File: config.mk
export PLATFORM = sky130hd
export DESIGN_NAME = cxa_fifo
export DESIGN_NICKNAME = d
export VERILOG_FILES = /design/src/design/cxa_pkg.sv /design/src/design/cxa_fifo.sv
export SDC_FILE = /design/constraint.sdc
export NUM_CORES = 1
export LEC_CHECK = 0
export BUFFER_PORTS_ARGS = -buffer_cell sky130_fd_sc_hd__clkbuf_2
export CAP_MARGIN = 30
export CORE_MARGIN = 2
export CORE_UTILIZATION = 50
export DETAILED_ROUTE_END_ITERATION = 8
export HOLD_SLACK_MARGIN = 0.05
export PLACE_DENSITY_LB_ADDON = 0.2
export SETUP_SLACK_MARGIN = 0.15
export SYNTH_ARGS = -nofsm -noshare
export SYNTH_HDL_FRONTEND = slang
export SYNTH_SLANG_ARGS = --single-unit
export TNS_END_PERCENT = 5
File: constraint.sdc
create_clock -name clk -period 11.2 [get_ports clk]
set_input_delay 2.24 -clock clk [delete_from_list [all_inputs] [get_ports clk]]
set_output_delay 2.24 -clock clk [all_outputs]
set_load 0.05 [all_outputs]
File: src/design/cxa_pkg.sv
package cxa_pkg;

    // Default build parameters
    localparam int FRAC_BITS_DEF    = 16;
    localparam int CORDIC_STEPS_DEF = 16;
    localparam int QUEUE_DEPTH      = 4;

    // Internal datapath widths
    localparam int RW       = 96;   // divider / square-root remainder
    localparam int CW       = 40;   // CORDIC x and y
    localparam int ZW       = 32;   // CORDIC angle
    localparam int UW       = 36;   // angle reduction remainder
    localparam int B_STAGES = 32;   // digit stages of divide and square root

    // Angle constants in Q30 and CORDIC gain
    localparam longint PI_Q30      = 64'sd3373259426;
    localparam longint TWO_PI_Q30  = 64'sd6746518852;
    localparam longint HALF_PI_Q30 = 64'sd1686629713;
    localparam longint GAIN_Q30    = 64'sd652032874;

    // Operation codes
    typedef logic [3:0] mode_t;
    localparam mode_t MODE_ADD = 4'd0;
    localparam mode_t MODE_SUB = 4'd1;
    localparam mode_t MODE_MUL = 4'd2;
    localparam mode_t MODE_DIV = 4'd3;
    localparam mode_t MODE_CNJ = 4'd4;
    localparam mode_t MODE_NEG = 4'd5;
    localparam mode_t MODE_MAG = 4'd6;
    localparam mode_t MODE_ARG = 4'd7;
    localparam mode_t MODE_POL = 4'd8;
    localparam mode_t MODE_EQU = 4'd9;

    // Execution class picked by the front end
    typedef enum logic [2:0] {
        CLS_SIMPLE,
        CLS_MUL,
        CLS_DIV,
        CLS_MAG,
        CLS_ATAN,
        CLS_POLAR
    } cls_t;

    typedef struct packed {
        mode_t              mode;
        logic signed [31:0] a_re;
        logic signed [31:0] a_im;
        logic signed [31:0] b_re;
        logic signed [31:0] b_im;
    } req_t;

    typedef struct packed {
        logic signed [31:0] res_re;
        logic signed [31:0] res_im;
        logic               equal_flag;
        logic               error_flag;
    } rsp_t;

    typedef struct packed {
        cls_t               cls;
        logic signed [31:0] a_re;
        logic signed [31:0] a_im;
        logic signed [31:0] b_re;
        logic signed [31:0] b_im;
        rsp_t               sres;
    } queue_t;

    typedef struct packed {
        logic               err;
        logic signed [31:0] val;
    } sat_t;

    // Saturate a signed value to 32 bits
    function automatic sat_t sat32(input logic signed [71:0] v);
        sat_t r;
        if (v > 72'sd2147483647) begin
            r.err = 1'b1;
            r.val = 32'sh7FFFFFFF;
        end else if (v < -72'sd2147483648) begin
            r.err = 1'b1;
            r.val = 32'sh80000000;
        end else begin
            r.err = 1'b0;
            r.val = v[31:0];
        end
        return r;
    endfunction

    // Saturate a sign and magnitude pair to 32 bits
    function automatic sat_t sat_sm(input logic neg, input logic [63:0] mag);
        sat_t        r;
        logic [63:0] n;
        n = 64'd0 - mag;
        r.err = 1'b0;
        if (neg) begin
            if (mag > 64'h80000000) begin
                r.err = 1'b1;
                r.val = 32'sh80000000;
            end else begin
                r.val = n[31:0];
            end
        end else begin
            if (mag > 64'h7FFFFFFF) begin
                r.err = 1'b1;
                r.val = 32'sh7FFFFFFF;
            end else begin
                r.val = mag[31:0];
            end
        end
        return r;
    endfunction

    // Q30 angle rounded half up to the working format
    function automatic longint q30_to_q(input longint t, input int s);
        return (t + (longint'(1) << (s - 1))) >>> s;
    endfunction

    // Arctangent of 2^-i in Q30
    function automatic longint atan_q30(input int i);
        case (i)
            0:       return 64'sd843314857;
            1:       return 64'sd497837829;
            2:       return 64'sd263043837;
            3:       return 64'sd133525159;
            4:       return 64'sd67021687;
            5:       return 64'sd33543516;
            6:       return 64'sd16775851;
            7:       return 64'sd8388437;
            8:       return 64'sd4194283;
            9:       return 64'sd2097149;
            10:      return 64'sd1048576;
            default: return (i <= 30) ? (longint'(1) << (30 - i)) : 64'sd0;
        endcase
    endfunction

endpackage

File: src/design/cxa_fifo.sv
module cxa_fifo
    import cxa_pkg::*;
#(
    parameter int DEPTH = QUEUE_DEPTH
)
(
    input  logic   clk,
    input  logic   rst_n,
    input  logic   push,
    input  queue_t din,
    input  logic   pop,
    output queue_t dout,
    output logic   full,
    output logic   empty
);

    localparam int PW = (DEPTH > 1) ? $clog2(DEPTH) : 1;
    localparam int NW = $clog2(DEPTH + 1);

    queue_t          mem_reg [DEPTH];
    logic [PW-1:0]   wr_ptr_reg, rd_ptr_reg;
    logic [NW-1:0]   count_reg;

    assign full  = (count_reg == NW'(DEPTH));
    assign empty = (count_reg == '0);
    assign dout  = mem_reg[rd_ptr_reg];

    // Pointers and fill count
    always_ff @(posedge clk or negedge rst_n)
    begin
        if (!rst_n)
        begin
            wr_ptr_reg <= '0;
            rd_ptr_reg <= '0;
            count_reg  <= '0;
        end
        else
        begin
            if (push)
                wr_ptr_reg <= (wr_ptr_reg == PW'(DEPTH - 1)) ? '0 : wr_ptr_reg + 1'b1;
            if (pop)
                rd_ptr_reg <= (rd_ptr_reg == PW'(DEPTH - 1)) ? '0 : rd_ptr_reg + 1'b1;
            if (push && !pop)
                count_reg <= count_reg + 1'b1;
            else if (pop && !push)
                count_reg <= count_reg - 1'b1;
        end
    end

    // Entry storage
    always_ff @(posedge clk)
    begin
        if (push)
            mem_reg[wr_ptr_reg] <= din;
    end

endmodule

==> impl_metrics.py <==
metrics = {
    "worst_setup_path": {
        "critPathArrivalTime_ps": 3620,
        "required_ps": 8960,
        "end_kind": "output port",
        "critPathLaunchType": "register",
        "path_class": "register to output port",
        "critPathMaxFanout": 47,
    },
    "timing": {
        "finalMaxSlewViolations": 0,
        "min_period_over_period_pct": 52.3,
        "setup_tns_ps": 0,
        "worstMarginPinSlew_ps": 980,
        "slew_headroom_pct": 34.7,
        "rsz0062_at_grt": "false",
        "hold_viol_final": 0,
        "period_minus_slack_ps": 5860,
        "setup_viol": 0,
        "timing.fmax_ghz": 0.171,
        "fin_skew_ps": 23.0,
    },
    "clocking": {
        "clkSinkCount": 795,
        "cts_setup_buffers": 0,
        "clk_latency_ps": 610,
        "cts_root_buf": "clkbuf_16",
        "post_cts_resized": 0,
        "htreeDepth": 3,
        "cts.clk_slew.worst_paths_ps": 60,
        "numCtsBuffers": 79,
        "ctsHoldBuffers": 0,
        "tritoncts": "done",
        "clock_path_buffers": 3,
    },
    "yosys": {
        "yosys.area_share.adder_pct": 0.330,
        "netlist_area_mm2": 0.0288,
        "synth_top_family_by_area": "multiplexers",
        "ys_warn_count": 0,
        "synthMuxAreaShare_pct": 15.5,
        "synth.net_count": 1274,
        "postSynthAreaPerCell_um2": 27.0,
        "synthSimpleGateAreaFrac_pct": 0.195,
        "yosys_register_bits": 795,
        "post_synth_num_cell_types": 20,
        "ys_seq_area_share_pct": 82.7,
        "syn-instance-count": 1066,
        "synthXorXnorAreaFrac_pct": 0.0912,
        "synth-compound-area-share_pct": 0.0347,
    },
    "grt": {
        "grt_usage_pct": 18.5,
        "grt_use_met1_pct": 25.2,
        "grt_max_degree": 63,
        "busiest_layer": "met2",
        "grt_use_met3_pct": 6.09,
        "antenna_found_initial": 10,
        "first_global_vias": 13393,
        "grt_overflow": 0,
        "globalRouteMet2Util_pct": 28.8,
        "grt_pass1_wl_um": 82500,
    },
    "power_and_ir_drop": {
        "cellPowerDensity_mw_per_mm2": 300,
        "peakVddDrop_v": 0.000184,
        "total_leakage_power_nw": 11.7,
        "p_total_mw": 10.3,
    },
    "flow_run": {
        "maxCapViolations": 0,
    },
    "placement": {
        "dp_cells": 2200,
        "place_congestion": 0.721,
        "io_buffers": 399,
        "dp_hpwl_um": 33500,
    },
    "min_path": {
        "min_path_type": "register to register",
    },
    "outcome": {
        "outcome": "completed",
    },
    "final_layout": {
        "fin_cells": 2342,
        "drive_above_1_share_pct": 46.3,
        "largest_register_ffs": 788,
        "nets": 1734,
        "areaGrowthSynthToFinish_pct": 18.7,
        "fillerInstances": 3963,
    },
    "floorplanning": {
        "core_region_area_mm2": 0.0567,
        "die_y_um": 244,
        "rows": 87,
        "start_util_pct": 50.8,
        "fp.dieArea_mm2": 0.0596,
        "die_x_um": 244,
        "io_pins": 400,
    },
    "detailed_routing": {
        "drtIter0Drc": 941,
        "ant_nets": 0,
        "dr.pass1.iters": 5,
        "route.detailed.drc": 0,
        "via_per_inst": 5.45,
        "wirelength_um": 54300,
        "detail_route.wl_per_cell_um": 23.2,
        "vias": 12765,
    },
}
## synth_stat cells
cell type,count,area share (%)
nor2_1,3,0.039
nand2_1,2,0.026
mux4_2,197,15
o21ai_0,2,0.035
ha_1,6,0.26
nor3b_1,1,0.026
buf_4,1,0.026
dfrtp_1,7,0.61
nor3_1,1,0.017
xnor2_1,1,0.030
buf_2,23,0.40
buf_6,14,0.55
and2_1,4,0.087
clkbuf_1,4,0.052
xor2_1,2,0.061
inv_1,4,0.052
buf_1,2,0.026
edfxtp_1,788,82
fa_1,1,0.069
mux2_2,3,0.12
## per-layer routing
metal  vias up  part of all wire [%]
met5         -                  0.20
met2       406                    49
li1       5574                     -
met4        16                   1.9
met1      6687                    40
met3        82                   8.8
## critical path: stages, from the launching register on
cell	delay, ps
dfrtp_4	760
buf_4	700
buf_4	280
buf_16	320
mux4_2	600
clkbuf_2	260
## power breakdown
group          total, mW  switching, mW  internal (mW)  leakage [nW]
Combinational       3.82           2.72           1.11          3.18
Sequential          3.96          0.151           3.81          7.32
Clock               2.48           1.04           1.44          1.19
Total               10.3           3.91           6.36          11.7
## worst paths after layout
| path | start | end | slack [ps] | cells past startpoint |
|---|---|---|---|---|
| min in group asynchronous | rst_n | rd_ptr_reg[1] | 1480 | 1 |
| worst max register to register | wr_ptr_reg[1] | mem_reg[1][70] | 8070 | 5 |
| worst min-delay path | count_reg[2] | count_reg[2] | 500 | 1 |
| worst max-delay path | rd_ptr_reg[0] | dout[126] | 5340 | 5 |
| worst min register to register | count_reg[2] | count_reg[2] | 500 | 1 |
| max in group asynchronous | rst_n | rd_ptr_reg[0] | 9530 | 1 |
## through the flow
step	instance area [µm²]	utilization (%)	hold slack, ps	setup WS, ps
after detailed placement	31700	55.9	487	5500
after CTS	34200	60.2	508	4830
after floorplan	28800	-	456	3910
after global placement	31600	55.7	473	5500
after global routing	34200	60.3	535	5030
final	34200	60.3	502	5340
## kinds of logic after synthesis
kind of cell	Yosys count
flip-flops	795
multiplexers	200
buffers and inverters	48
AND/OR/NAND/NOR	11
adder cells (fa/ha/maj)	7
XOR/XNOR	3
AO/OA/AOI/OAI	2
## layout by cell type (no fill, tap or decap)
cell / synthesis / layout
fa_1: 1 / 1
clkinvlp_4: 0 / 1
nor2_1: 3 / 3
clkinv_1: 0 / 15
clkinv_2: 0 / 11
clkbuf_2: 0 / 399
edfxtp_1: 788 / 788
mux4_2: 197 / 197
mux2_2: 3 / 3
clkbuf_16: 0 / 81
o21ai_0: 2 / 2
xor2_1: 2 / 2
inv_1: 4 / 4
clkinv_4: 0 / 2
buf_16: 0 / 5
nor3b_1: 1 / 1
bufinv_16: 0 / 5
and2_4: 0 / 4
inv_6: 0 / 2
diode_2: 0 / 2
xnor2_1: 1 / 1
clkbuf_1: 4 / 20
nand2_1: 2 / 2
dfrtp_4: 0 / 2
ha_1: 6 / 6
clkinv_8: 0 / 2
buf_4: 1 / 19
nor3_1: 1 / 1
dfrtp_1: 7 / 5
## final cells by class
class                      instances  area [µm²]  area share [%]
inverter                           4        15.0          0.0439
tap                              756         946            2.77
timing repair buffer             423        2280            6.66
sequential                       795       23800            69.7
clock inverter                    38         337           0.984
clock buffer                     101        2100            6.15
antenna                            2        5.00          0.0146
multi-input combinational        223        4670            13.7
Power figures use the tool's default switching activity.
